===== src/rtl/core/bqf_pkg.sv =====
// Shared types, constants and register indexes of the biquad filter.
package bqf_pkg;

  localparam int SampleW  = 16;
  localparam int CoefW    = 16;
  localparam int DelayW   = 32;
  localparam int ProdW    = CoefW + DelayW;
  localparam int AccW     = 35;
  localparam int ResW     = 5;
  localparam int ShiftW   = 4;
  localparam int CfgIdxW  = 3;
  localparam int CfgDataW = 16;

  // Q15 shift of the high-resolution path and the full sample resolution.
  localparam int HiResShift = 15;
  localparam logic [ResW-1:0] FullRes = ResW'(16);
  localparam logic [ResW-1:0] MinRes  = ResW'(1);

  localparam logic signed [AccW-1:0] SatHi = AccW'(32767);
  localparam logic signed [AccW-1:0] SatLo = -AccW'(32767);

  // Configuration register indexes.
  localparam logic [CfgIdxW-1:0] RegHighRes = 3'd0;
  localparam logic [CfgIdxW-1:0] RegBitRes  = 3'd1;
  localparam logic [CfgIdxW-1:0] RegFbA1    = 3'd2;
  localparam logic [CfgIdxW-1:0] RegFbA2    = 3'd3;
  localparam logic [CfgIdxW-1:0] RegFwB0    = 3'd4;
  localparam logic [CfgIdxW-1:0] RegFwB1    = 3'd5;
  localparam logic [CfgIdxW-1:0] RegFwB2    = 3'd6;

  typedef enum logic [3:0] {
    StIdle,
    StMulA1,
    StMulA2,
    StAccA2,
    StMulB0,
    StMulB1,
    StMulB2,
    StAccB2,
    StFinish
  } state_e;

  typedef enum logic [2:0] {
    MulA1W1,
    MulA2W2,
    MulB0W0,
    MulB1W1,
    MulB2W2
  } mul_sel_e;

  typedef enum logic [1:0] {
    AccHold,
    AccSub,
    AccAdd
  } acc_op_e;

  typedef struct packed {
    logic     load;
    logic     mul_en;
    mul_sel_e mul_sel;
    acc_op_e  acc_op;
    logic     acc_clear;
    logic     w0_capture;
    logic     finish;
  } dp_cmd_t;

  typedef struct packed {
    logic out_free;
  } dp_status_t;

endpackage


===== src/rtl/core/bqf_in_if.sv =====
// Input sample channel of the biquad filter.
interface bqf_in_if;
  logic                                valid;
  logic                                ready;
  logic signed [bqf_pkg::SampleW-1:0]  sample_in;

  modport source (output valid, output sample_in, input ready);
  modport sink   (input valid, input sample_in, output ready);
endinterface


===== src/rtl/core/bqf_out_if.sv =====
// Output sample channel of the biquad filter.
interface bqf_out_if;
  logic                                valid;
  logic                                ready;
  logic signed [bqf_pkg::SampleW-1:0]  sample_out;

  modport source (output valid, output sample_out, input ready);
  modport sink   (input valid, input sample_out, output ready);
endinterface


===== src/rtl/core/biquad_iir_filter_q15.sv =====
// Top level of the second-order direct-form-II IIR filter on Q15 samples.
//
//   channel    dir  handshake            payload
//   in_chan_i  in   valid / ready        sample_in  (16 bit signed)
//   out_chan_o out  valid / ready        sample_out (16 bit signed)
//   cfg        in   cfg_we_i, no ready   cfg_idx_i (3 bit), cfg_data_i (16 bit)
//
// Each item passes through the accept cycle in idle and eight sequencer steps,
// set by the five products going through the single 16x32 multiplier in turn
// and the w0 dependency between the feedback and feedforward halves. The
// output register loads in the Finish step, and the next input item is only
// accepted in idle after that: no new item is taken before the last is done.
// Reset clears the delay words, the output valid and the sequencer, and loads
// the configuration defaults (high resolution, 16 bits, zero coefficients).
// A stalled output holds its item; the next input item is taken meanwhile and
// its last step waits until the output register is free.
module biquad_iir_filter_q15 (
  input  logic                          clk_i,
  input  logic                          rst_ni,
  bqf_in_if.sink                        in_chan_i,
  bqf_out_if.source                     out_chan_o,
  input  logic                          cfg_we_i,
  input  logic [bqf_pkg::CfgIdxW-1:0]   cfg_idx_i,
  input  logic [bqf_pkg::CfgDataW-1:0]  cfg_data_i
);
  import bqf_pkg::*;

  // Command and status between sequencer and datapath
  dp_cmd_t    dp_cmd;
  dp_status_t dp_status;

  bqf_ctrl u_ctrl (
    .clk_i      (clk_i),
    .rst_ni     (rst_ni),
    .in_valid_i (in_chan_i.valid),
    .in_ready_o (in_chan_i.ready),
    .status_i   (dp_status),
    .cmd_o      (dp_cmd)
  );

  // Configuration registers, multiplier, accumulator, delays and output item
  bqf_datapath u_datapath (
    .clk_i        (clk_i),
    .rst_ni       (rst_ni),
    .cfg_we_i     (cfg_we_i),
    .cfg_idx_i    (cfg_idx_i),
    .cfg_data_i   (cfg_data_i),
    .sample_in_i  (in_chan_i.sample_in),
    .cmd_i        (dp_cmd),
    .status_o     (dp_status),
    .out_valid_o  (out_chan_o.valid),
    .out_ready_i  (out_chan_o.ready),
    .sample_out_o (out_chan_o.sample_out)
  );

endmodule


===== src/rtl/core/bqf_ctrl.sv =====
// Sequencer of the biquad filter: steps the shared multiplier and accumulator.
module bqf_ctrl (
  input  logic                 clk_i,
  input  logic                 rst_ni,
  input  logic                 in_valid_i,
  output logic                 in_ready_o,
  input  bqf_pkg::dp_status_t  status_i,
  output bqf_pkg::dp_cmd_t     cmd_o
);
  import bqf_pkg::*;

  state_e state_q, state_d;

  always_ff @(posedge clk_i or negedge rst_ni) begin
    if (!rst_ni) begin
      state_q <= StIdle;
    end else begin
      state_q <= state_d;
    end
  end

  always_comb begin
    state_d = state_q;
    unique case (state_q)
      StIdle:   if (in_valid_i) state_d = StMulA1;
      StMulA1:  state_d = StMulA2;
      StMulA2:  state_d = StAccA2;
      StAccA2:  state_d = StMulB0;
      StMulB0:  state_d = StMulB1;
      StMulB1:  state_d = StMulB2;
      StMulB2:  state_d = StAccB2;
      StAccB2:  state_d = StFinish;
      StFinish: if (status_i.out_free) state_d = StIdle;
      default:  state_d = StIdle;
    endcase
  end

  always_comb begin
    in_ready_o        = 1'b0;
    cmd_o             = '0;
    cmd_o.mul_sel     = MulA1W1;
    cmd_o.acc_op      = AccHold;
    unique case (state_q)
      StIdle: begin
        in_ready_o = 1'b1;
        cmd_o.load = in_valid_i;
      end
      StMulA1: begin
        cmd_o.mul_en  = 1'b1;
        cmd_o.mul_sel = MulA1W1;
      end
      StMulA2: begin
        cmd_o.mul_en  = 1'b1;
        cmd_o.mul_sel = MulA2W2;
        cmd_o.acc_op  = AccSub;
      end
      StAccA2: begin
        cmd_o.acc_op = AccSub;
      end
      StMulB0: begin
        cmd_o.mul_en     = 1'b1;
        cmd_o.mul_sel    = MulB0W0;
        cmd_o.acc_clear  = 1'b1;
        cmd_o.w0_capture = 1'b1;
      end
      StMulB1: begin
        cmd_o.mul_en  = 1'b1;
        cmd_o.mul_sel = MulB1W1;
        cmd_o.acc_op  = AccAdd;
      end
      StMulB2: begin
        cmd_o.mul_en  = 1'b1;
        cmd_o.mul_sel = MulB2W2;
        cmd_o.acc_op  = AccAdd;
      end
      StAccB2: begin
        cmd_o.acc_op = AccAdd;
      end
      StFinish: begin
        cmd_o.finish = status_i.out_free;
      end
      default: begin
        in_ready_o = 1'b0;
      end
    endcase
  end

endmodule


===== src/rtl/core/bqf_datapath.sv =====
// Datapath of the biquad filter: registers, one multiplier, accumulator, delays.
module bqf_datapath (
  input  logic                                  clk_i,
  input  logic                                  rst_ni,
  input  logic                                  cfg_we_i,
  input  logic [bqf_pkg::CfgIdxW-1:0]           cfg_idx_i,
  input  logic [bqf_pkg::CfgDataW-1:0]          cfg_data_i,
  input  logic signed [bqf_pkg::SampleW-1:0]    sample_in_i,
  input  bqf_pkg::dp_cmd_t                      cmd_i,
  output bqf_pkg::dp_status_t                   status_o,
  output logic                                  out_valid_o,
  input  logic                                  out_ready_i,
  output logic signed [bqf_pkg::SampleW-1:0]    sample_out_o
);
  import bqf_pkg::*;

  // Configuration registers
  logic                    high_res_q;
  logic [ResW-1:0]         bit_res_q;
  logic signed [CoefW-1:0] a1_q, a2_q, b0_q, b1_q, b2_q;

  always_ff @(posedge clk_i or negedge rst_ni) begin
    if (!rst_ni) begin
      high_res_q <= 1'b1;
      bit_res_q  <= FullRes;
      a1_q       <= '0;
      a2_q       <= '0;
      b0_q       <= '0;
      b1_q       <= '0;
      b2_q       <= '0;
    end else if (cfg_we_i) begin
      unique case (cfg_idx_i)
        RegHighRes: high_res_q <= cfg_data_i[0];
        RegBitRes:  bit_res_q  <= cfg_data_i[ResW-1:0];
        RegFbA1:    a1_q       <= cfg_data_i;
        RegFbA2:    a2_q       <= cfg_data_i;
        RegFwB0:    b0_q       <= cfg_data_i;
        RegFwB1:    b1_q       <= cfg_data_i;
        RegFwB2:    b2_q       <= cfg_data_i;
        default: ;
      endcase
    end
  end

  // Clamp the resolution, derive the product shift and the output shift.
  logic [ResW-1:0]   res_clamped;
  logic [ShiftW-1:0] shift_amt;
  logic [ShiftW-1:0] up_amt;

  always_comb begin
    if (bit_res_q < MinRes) begin
      res_clamped = MinRes;
    end else if (bit_res_q > FullRes) begin
      res_clamped = FullRes;
    end else begin
      res_clamped = bit_res_q;
    end
    shift_amt = ShiftW'(res_clamped - MinRes);
    up_amt    = ShiftW'(FullRes - res_clamped);
  end

  // Shared multiplier with registered product
  logic signed [DelayW-1:0] w1_q, w2_q, w0_q;
  logic signed [AccW-1:0]   acc_q, acc_d;
  logic signed [CoefW-1:0]  mul_a;
  logic signed [DelayW-1:0] mul_b;
  logic signed [ProdW-1:0]  prod_q;

  always_comb begin
    unique case (cmd_i.mul_sel)
      MulA1W1: begin mul_a = a1_q; mul_b = w1_q; end
      MulA2W2: begin mul_a = a2_q; mul_b = w2_q; end
      MulB0W0: begin mul_a = b0_q; mul_b = acc_q[DelayW-1:0]; end
      MulB1W1: begin mul_a = b1_q; mul_b = w1_q; end
      MulB2W2: begin mul_a = b2_q; mul_b = w2_q; end
      default: begin mul_a = a1_q; mul_b = w1_q; end
    endcase
  end

  always_ff @(posedge clk_i) begin
    if (cmd_i.mul_en) begin
      prod_q <= mul_a * mul_b;
    end
  end

  // Scaled product term: Q15 exact, or wrapped to 32 bits and shifted.
  logic signed [DelayW-1:0] prod_wrap;
  logic signed [DelayW-1:0] prod_sh;
  logic signed [AccW-1:0]   term;

  always_comb begin
    prod_wrap = prod_q[DelayW-1:0];
    prod_sh   = prod_wrap >>> shift_amt;
    if (high_res_q) begin
      term = {{(AccW-ProdW+HiResShift){prod_q[ProdW-1]}}, prod_q[ProdW-1:HiResShift]};
    end else begin
      term = {{(AccW-DelayW){prod_sh[DelayW-1]}}, prod_sh};
    end
  end

  // Accumulator
  logic signed [SampleW-1:0] x_sh;

  always_comb begin
    x_sh  = sample_in_i >>> (high_res_q ? '0 : up_amt);
    acc_d = acc_q;
    if (cmd_i.load) begin
      acc_d = {{(AccW-SampleW){x_sh[SampleW-1]}}, x_sh};
    end else if (cmd_i.acc_clear) begin
      acc_d = '0;
    end else begin
      unique case (cmd_i.acc_op)
        AccSub:  acc_d = acc_q - term;
        AccAdd:  acc_d = acc_q + term;
        AccHold: acc_d = acc_q;
        default: acc_d = acc_q;
      endcase
    end
  end

  always_ff @(posedge clk_i) begin
    acc_q <= acc_d;
    if (cmd_i.w0_capture) begin
      w0_q <= acc_q[DelayW-1:0];
    end
  end

  // Output scaling and saturation
  logic [DelayW-1:0]         y_up;
  logic signed [AccW-1:0]    y_full;
  logic signed [SampleW-1:0] y_sat;

  always_comb begin
    y_up = acc_q[DelayW-1:0] << up_amt;
    if (high_res_q) begin
      y_full = acc_q;
    end else begin
      y_full = {{(AccW-DelayW){y_up[DelayW-1]}}, y_up};
    end
    if (y_full > SatHi) begin
      y_sat = SatHi[SampleW-1:0];
    end else if (y_full < SatLo) begin
      y_sat = SatLo[SampleW-1:0];
    end else begin
      y_sat = y_full[SampleW-1:0];
    end
  end

  // Delay line and output register
  logic                      out_valid_q;
  logic signed [SampleW-1:0] sample_out_q;

  always_ff @(posedge clk_i or negedge rst_ni) begin
    if (!rst_ni) begin
      w1_q        <= '0;
      w2_q        <= '0;
      out_valid_q <= 1'b0;
    end else begin
      if (cmd_i.finish) begin
        w2_q        <= w1_q;
        w1_q        <= w0_q;
        out_valid_q <= 1'b1;
      end else if (out_ready_i) begin
        out_valid_q <= 1'b0;
      end
    end
  end

  always_ff @(posedge clk_i) begin
    if (cmd_i.finish) begin
      sample_out_q <= y_sat;
    end
  end

  assign status_o.out_free = !out_valid_q || out_ready_i;
  assign out_valid_o       = out_valid_q;
  assign sample_out_o      = sample_out_q;

endmodule

===== src/flat_wrapper.sv =====
// flat-port wrapper written by rule: the top's interface ports become plain ports
module biquad_iir_filter_q15_flat import bqf_pkg::*;
  (clk_i, rst_ni, cfg_we_i, cfg_idx_i, cfg_data_i, in_chan_i_valid, in_chan_i_sample_in, in_chan_i_ready, out_chan_o_valid, out_chan_o_sample_out, out_chan_o_ready);
  bqf_in_if in_chan_i_i ();
  bqf_out_if out_chan_o_i ();
  input  logic clk_i;
  input  logic rst_ni;
  input  logic cfg_we_i;
  input  logic [bqf_pkg::CfgIdxW-1:0] cfg_idx_i;
  input  logic [bqf_pkg::CfgDataW-1:0] cfg_data_i;
  input wire logic [$bits(in_chan_i_i.valid)-1:0] in_chan_i_valid;
  input wire logic [$bits(in_chan_i_i.sample_in)-1:0] in_chan_i_sample_in;
  output wire logic [$bits(in_chan_i_i.ready)-1:0] in_chan_i_ready;
  output wire logic [$bits(out_chan_o_i.valid)-1:0] out_chan_o_valid;
  output wire logic [$bits(out_chan_o_i.sample_out)-1:0] out_chan_o_sample_out;
  input wire logic [$bits(out_chan_o_i.ready)-1:0] out_chan_o_ready;
  assign in_chan_i_i.valid = in_chan_i_valid;
  assign in_chan_i_i.sample_in = in_chan_i_sample_in;
  assign in_chan_i_ready = in_chan_i_i.ready;
  assign out_chan_o_valid = out_chan_o_i.valid;
  assign out_chan_o_sample_out = out_chan_o_i.sample_out;
  assign out_chan_o_i.ready = out_chan_o_ready;
  biquad_iir_filter_q15 u_core (.clk_i(clk_i), .rst_ni(rst_ni), .in_chan_i(in_chan_i_i), .out_chan_o(out_chan_o_i), .cfg_we_i(cfg_we_i), .cfg_idx_i(cfg_idx_i), .cfg_data_i(cfg_data_i));
endmodule

===== config.mk =====
export PLATFORM = sky130hd
export DESIGN_NAME = biquad_iir_filter_q15_flat
export DESIGN_NICKNAME = d
export VERILOG_FILES = /design/src/rtl/core/bqf_pkg.sv /design/src/rtl/core/bqf_in_if.sv /design/src/rtl/core/bqf_out_if.sv /design/src/rtl/core/biquad_iir_filter_q15.sv /design/src/rtl/core/bqf_ctrl.sv /design/src/rtl/core/bqf_datapath.sv /design/src/flat_wrapper.sv
export SDC_FILE = /design/constraint.sdc
export NUM_CORES = 2
export LEC_CHECK = 0
export BUFFER_PORTS_ARGS = -buffer_cell sky130_fd_sc_hd__buf_2
export CAP_MARGIN = 20
export CORE_MARGIN = 3
export CORE_UTILIZATION = 53
export CTS_BUF_LIST = sky130_fd_sc_hd__clkbuf_4 sky130_fd_sc_hd__clkbuf_8 sky130_fd_sc_hd__clkbuf_16
export DETAILED_ROUTE_END_ITERATION = 10
export HOLD_SLACK_MARGIN = 0.1
export PLACE_DENSITY = 0.69
export SYNTH_ARGS = -nofsm -noshare
export SYNTH_HDL_FRONTEND = slang
export SYNTH_SLANG_ARGS = --single-unit

===== constraint.sdc =====
create_clock -name clk_i -period 10.3 [get_ports clk_i]
set_clock_uncertainty 0.1 [all_clocks]
set_input_delay 0.515 -clock clk_i [delete_from_list [all_inputs] [get_ports clk_i]]
set_output_delay 0.515 -clock clk_i [all_outputs]
set_load 0.005 [all_outputs]

[Word level (Yosys, flattened, before mapping)]
Cells that the tools add are included.
Operators by class
  $add $sub $neg: 4
  multipliers: 1
  $lt $le $gt $ge: 4
  eq/ne operators: 22
  shifts and indexed selects: 3
  mux-type cells: 22
  reduce and logical (&&, ||, !) cells: 18
Operator list (number)
  35-bit 2-to-1 mux: 4
  35-bit one-hot mux with 2 select lines: 1
  16-bit one-hot mux with 4 select lines: 1
  32-bit one-hot mux with 2 select lines: 1
  16-bit by 32-bit multiplier with 48-bit output: 1
  4-bit one-hot mux with 9 select lines: 1
  35-bit adder: 1
  35-bit by 16-bit > comparator with 1-bit output, second input constant: 1
  35-bit by 16-bit < comparator with 1-bit output, second input constant: 1
  35-bit subtractor: 1
  32-bit by 4-bit << shifter with 32-bit output: 1
  32-bit by 4-bit >>> shifter with 32-bit output: 1
  4-bit 2-to-1 mux: 5
  4-bit one-hot mux with 5 select lines: 1
  4-bit by 3-bit equality test with 1-bit output, second input constant: 4
  16-bit 2-to-1 mux: 1
  2-bit AND reduction: 8
  16-bit by 4-bit >>> shifter with 16-bit output: 1
  3-bit by 2-bit equality test with 1-bit output, second input constant: 4
  3-bit equality test, second input constant: 4
  4-bit by 2-bit equality test with 1-bit output, second input constant: 2
  3-bit by 1-bit equality test with 1-bit output, second input constant: 2
  2-bit OR reduction: 3
  5-bit > comparator, second input constant: 1
  18 further kinds: 23
Storage, ports and cells
  bits in registers: 286
  bits of input ports: 40
  output and inout port bits: 18
  word-level logic and storage cells: 90

[Longest topological paths before layout]
  word-level depth: 10
  depth in mapped cells: 35
  depth with buffers taken out: 31

[Cells and area by module]
A second synthesis with hierarchy kept.
Unflattened totals
  cell total of the unflattened synthesis: 3744
  area, all modules: 36223.5 um^2
Modules (own cells, without submodules)
  bqf_datapath: times used 1, cells an instance 3710, area an instance 35903.2 um^2, sequential area each 7714.9 um^2
  bqf_ctrl: times used 1, cells an instance 34, area an instance 320.3 um^2, sequential area each 100.1 um^2

[Worst setup path after synthesis]
No wires, ideal clock.
  path kind: register -> register
  start point: reg u_core.u_ctrl.state_q[3]
  end point: reg u_core.u_datapath.prod_q[41], data pin
  library setup time: 195 ps
  arrival time: 9125 ps
  data required time: 10005 ps
  slack: 880 ps
  stages on the path, launching flop included: 32
  path buffers: 5
  period minus slack after synthesis: 9420 ps
  cell sequence: dfrtp_1 -> clkbuf_1 -> nand2b_1 -> nand2b_1 -> clkinv_1 -> clkbuf_1 -> clkbuf_1 -> a221o_1 -> clkbuf_1 -> nand2_1 -> fa_1 -> inv_1 -> fa_1 -> fa_1 -> fa_1 -> fa_1 -> inv_1 -> fa_1 -> inv_1 -> ha_1 -> clkbuf_1 -> a22oi_1 -> o211ai_1 -> a221oi_1 -> a21bo_2 -> a21oi_1 -> o21ai_0 -> a2111oi_0 -> a2111oi_1 -> o21ai_1 -> a2111o_1 -> o311ai_0
Between the ends
  longest elaborated chain between the ends: 6
  elaborated cells between the ends (all ways): 14
  classes of those cells: 1 x mul; 9 x eq/ne; 3 x mux; 1 x reduce/logical
RTL lines
  start: declaration: line bqf_ctrl.sv:12  | state_e state_q, state_d;
  start signal: assignment: line bqf_ctrl.sv:16  | state_q <= StIdle;
  start signal: assignment: line bqf_ctrl.sv:18  | state_q <= state_d;
  4-bit by 3-bit equality test with 1-bit output (tied with other cells): line bqf_ctrl.sv:43  | unique case (state_q)
  4-bit one-hot mux with 5 select lines (*): line bqf_ctrl.sv:43
  3-bit equality test or 3-bit by 1-bit equality test with 1-bit output (tied branches): line bqf_datapath.sv:70  | unique case (cmd_i.mul_sel)
  2-bit OR reduction (no source line)
  32-bit one-hot mux with 2 select lines: line bqf_datapath.sv:70
  16-bit by 32-bit multiplier with 48-bit output (*): line bqf_datapath.sv:82  | prod_q <= mul_a * mul_b;
  end signal: assignment: line bqf_datapath.sv:82
  end: declaration: line bqf_datapath.sv:67  | logic signed [ProdW-1:0] prod_q;
Every way passes the cells marked *; elsewhere a longest branch is shown, timed or not.
A chain may end at the register's enable or synchronous reset.

[Worst setup path in the final report]
  start point: reg u_core.u_ctrl.state_q[3]
  end point: reg u_core.u_datapath.prod_q[43], data pin
The elaborated chain is that of the path after synthesis.

==> results.toml <==
[sta]
fin_setup_tns_ps = 0
finalHoldViolCount = 0
min_period_over_period_pct = 93.6
slew_violations = 0
whs_ps = 123
fin_crit_ps = 9650
worst_pin_slew_ps = 1070
relSlewSlack_pct = 28.5
setup_viol = 0
rsz0062_at_grt = "no"
max_freq_mhz = 104

[routing]
ant_nets = 0
wl_per_cell_um = 21.8
wl_um = 103000
viasPerCell = 5.99
drc_errors = 0
firstDrtPassIters = 6
drt_iter0_drc = 2883
vias = 28300

[place]
portBuffers = 57
placed_cell_area_mm2 = 0.0370
hpwl_um = 80800
gp_congestion = 0.956
dp_cells = 4663

[worst_setup_path]
critPathRequiredTime_ps = 10600
cp_common_cell = "fa_1"
cp_slowest_stage_delay_ps = 550
crit_type = "reg2reg"
end_kind = "flip-flop"
worst_setup_path_start_kind = "flip-flop"
arrival_ps = 9940
path_max_fanout = 68
cp_slowest_cell = "a21oi_1"

[clock_tree]
cts_buffers = 31
clock_sink_count = 286
htree_levels = 1
cts_tree = "yes"
clk_path_buf_depth = 3
insertion_delay_ps = 610
cts_root_buf = "clkbuf_16"
cts_post_setup_buffers_inserted = 0
path_clk_slew_ps = 60

[grt]
antenna_found_initial = 1
grt_overflow = 0
grt_max_degree = 95
grt_pass1_vias = 28700
grt_pass1_wl_um = 164000
grt_use_total_pct = 30.0

[logic_synthesis]
synth.distinct_cells = 100
synth_edf_count = 131
ys_seq_elements = 286
synth.largest_area_cell = "fa_1"
synthArstFlopShare_pct = 54.2
yosys-top-cells-count = "nand2_1, inv_1, fa_1, nor2_1, a21oi_1"
synth-main-ff-cell = "dfrtp_1"
yosysWarningCount = 0
ys_seq_area_share_pct = 21.8
post-synth-top-count-cell = "nand2_1"
synth_top_area_share_pct = 27.2
syn_area_mm2 = 0.0358
syn-instance-count = 3847
synthTopCellsByArea = "fa_1, edfxtp_1, dfrtp_1"
synth.net_count = 4525
avgSynthCellArea_um2 = 9.31

[die]
fp.dieW_um = 266
start_util_pct = 54.0
core_area_mm2 = 0.0663
die_y_um = 266
dieArea_mm2 = 0.0708
io_pins = 58
rows = 94

[final_layout]
area_growth_pct = 6.45
multi_input_area_mm2 = 0.0250
fin_nets = 4516
final_cells = 4727
drive_gt1_share_pct = 9.68
finish.instance_area_mm2 = 0.0381
fillCellCount = 5872
diodes = 0
register_area_mm2 = 0.00782

[worst_hold_path]
hold_class = "in2reg"

[status]
status = "finished, final reports clean"

[run]
cap_violations = 0
[routing by layer]
layer  global-route usage, %  vias to the layer above  wire length (um)
li1                        -                    12600                 -
met1                    42.2                    14100             42000
met2                    46.8                     1426             46300
met3                    5.64                      230             10200
met4                    11.0                        0              4620
met5                       0                        -                 0
[metrics by stage]
stage	utilization (%)	worst slack (ps)
after global routing	57.5	2.61
final	57.5	655
after CTS	57.5	594
after detailed placement	55.8	615
after global placement	55.8	651
after floorplan	-	880
[layout make-up]
| class | instances | share of cell area, % |
|---|---|---|
| clock buffer | 41 | 2.37 |
| clock inverter | 17 | 0.384 |
| inverter | 599 | 5.90 |
| multi-input combinational | 2777 | 65.5 |
| sequential | 286 | 20.5 |
| tap | 864 | 2.83 |
| timing repair buffer | 143 | 2.55 |
[cells by family (layout without fill, tap and decap cells)]
family | Yosys count | in the layout | share of synthesized area [%]
compound gates | 542 | 542 | 10.1
xor+xnor | 106 | 106 | 2.61
fa+ha+maj | 638 | 638 | 32.5
buf+inv | 784 | 800 | 8.71
flops | 286 | 286 | 21.8
mux | 236 | 236 | 9.25
simple gates | 1255 | 1255 | 15.0
[flip-flops by register name, indices dropped and copies added (netlist names)]
name	flops
u_core.u_datapath.high_res_q	1
u_core.u_datapath.acc_q	35
u_core.u_datapath.prod_q	48
u_core.u_ctrl.state_q	4
u_core.u_datapath.a1_q	16
u_core.u_datapath.w0_q	32
u_core.u_datapath.bit_res_q	5
u_core.u_datapath.b0_q	16
u_core.u_datapath.b2_q	16
u_core.u_datapath.w1_q	32
u_core.u_datapath.out_valid_o	1
u_core.u_datapath.b1_q	16
u_core.u_datapath.sample_out_o	16
u_core.u_datapath.w2_q	32
u_core.u_datapath.a2_q	16
[path summary, 6_finish.rpt]
path / from / endpoint / slack, ps / depth (start not counted)
min in group asynchronous: rst_ni / u_core.u_datapath.b2_q[15] / 480 / 2
hold reg to reg: u_core.u_datapath.w0_q[11] / u_core.u_datapath.w1_q[11] / 320 / 2
max in group asynchronous: rst_ni / u_core.u_datapath.w2_q[13] / 8230 / 3
hold / removal: cfg_data_i[5] / u_core.u_datapath.a1_q[5] / 120 / 2
setup / recovery: u_core.u_ctrl.state_q[3] / u_core.u_datapath.prod_q[43] / 650 / 31
setup reg to reg: u_core.u_ctrl.state_q[3] / u_core.u_datapath.prod_q[43] / 650 / 31
[repair_timing]
| action | in CTS | in global routing |
|---|---|---|
| hold endpoints to repair | 100 | 0 |
| setup endpoints to repair | 0 | 1 |
| hold buffers | 6 | 0 |
| gates resized for setup | 0 | 5 |
[layout by cell type, fill, tap and decap left out, types with 71 or more instances in the layout]
| cell | Yosys | routed |
|---|---|---|
| dfrtp_1 | 153 | 153 |
| inv_1 | 597 | 595 |
| buf_4 | 0 | 77 |
| a21o_1 | 71 | 71 |
| a21oi_1 | 157 | 157 |
| nand2_1 | 648 | 648 |
| ha_1 | 151 | 150 |
| nor2_1 | 360 | 359 |
| fa_1 | 487 | 487 |
| mux2i_1 | 84 | 84 |
| mux2_2 | 91 | 91 |
| o21ai_0 | 85 | 84 |
| edfxtp_1 | 131 | 131 |
[worst max-delay path, delay by kind of cell, from the launching register on]
| kind | cells | cell delay [ps] |
|---|---|---|
| simple gates | 4 | 690 |
| flops | 1 | 520 |
| fa+ha+maj | 7 | 3420 |
| compound gates | 13 | 3570 |
| buf+inv | 7 | 1100 |
Power is left out: the tool's default activity adds up to more than one toggle a clock period on the data nets, which glitch-free logic cannot reach.
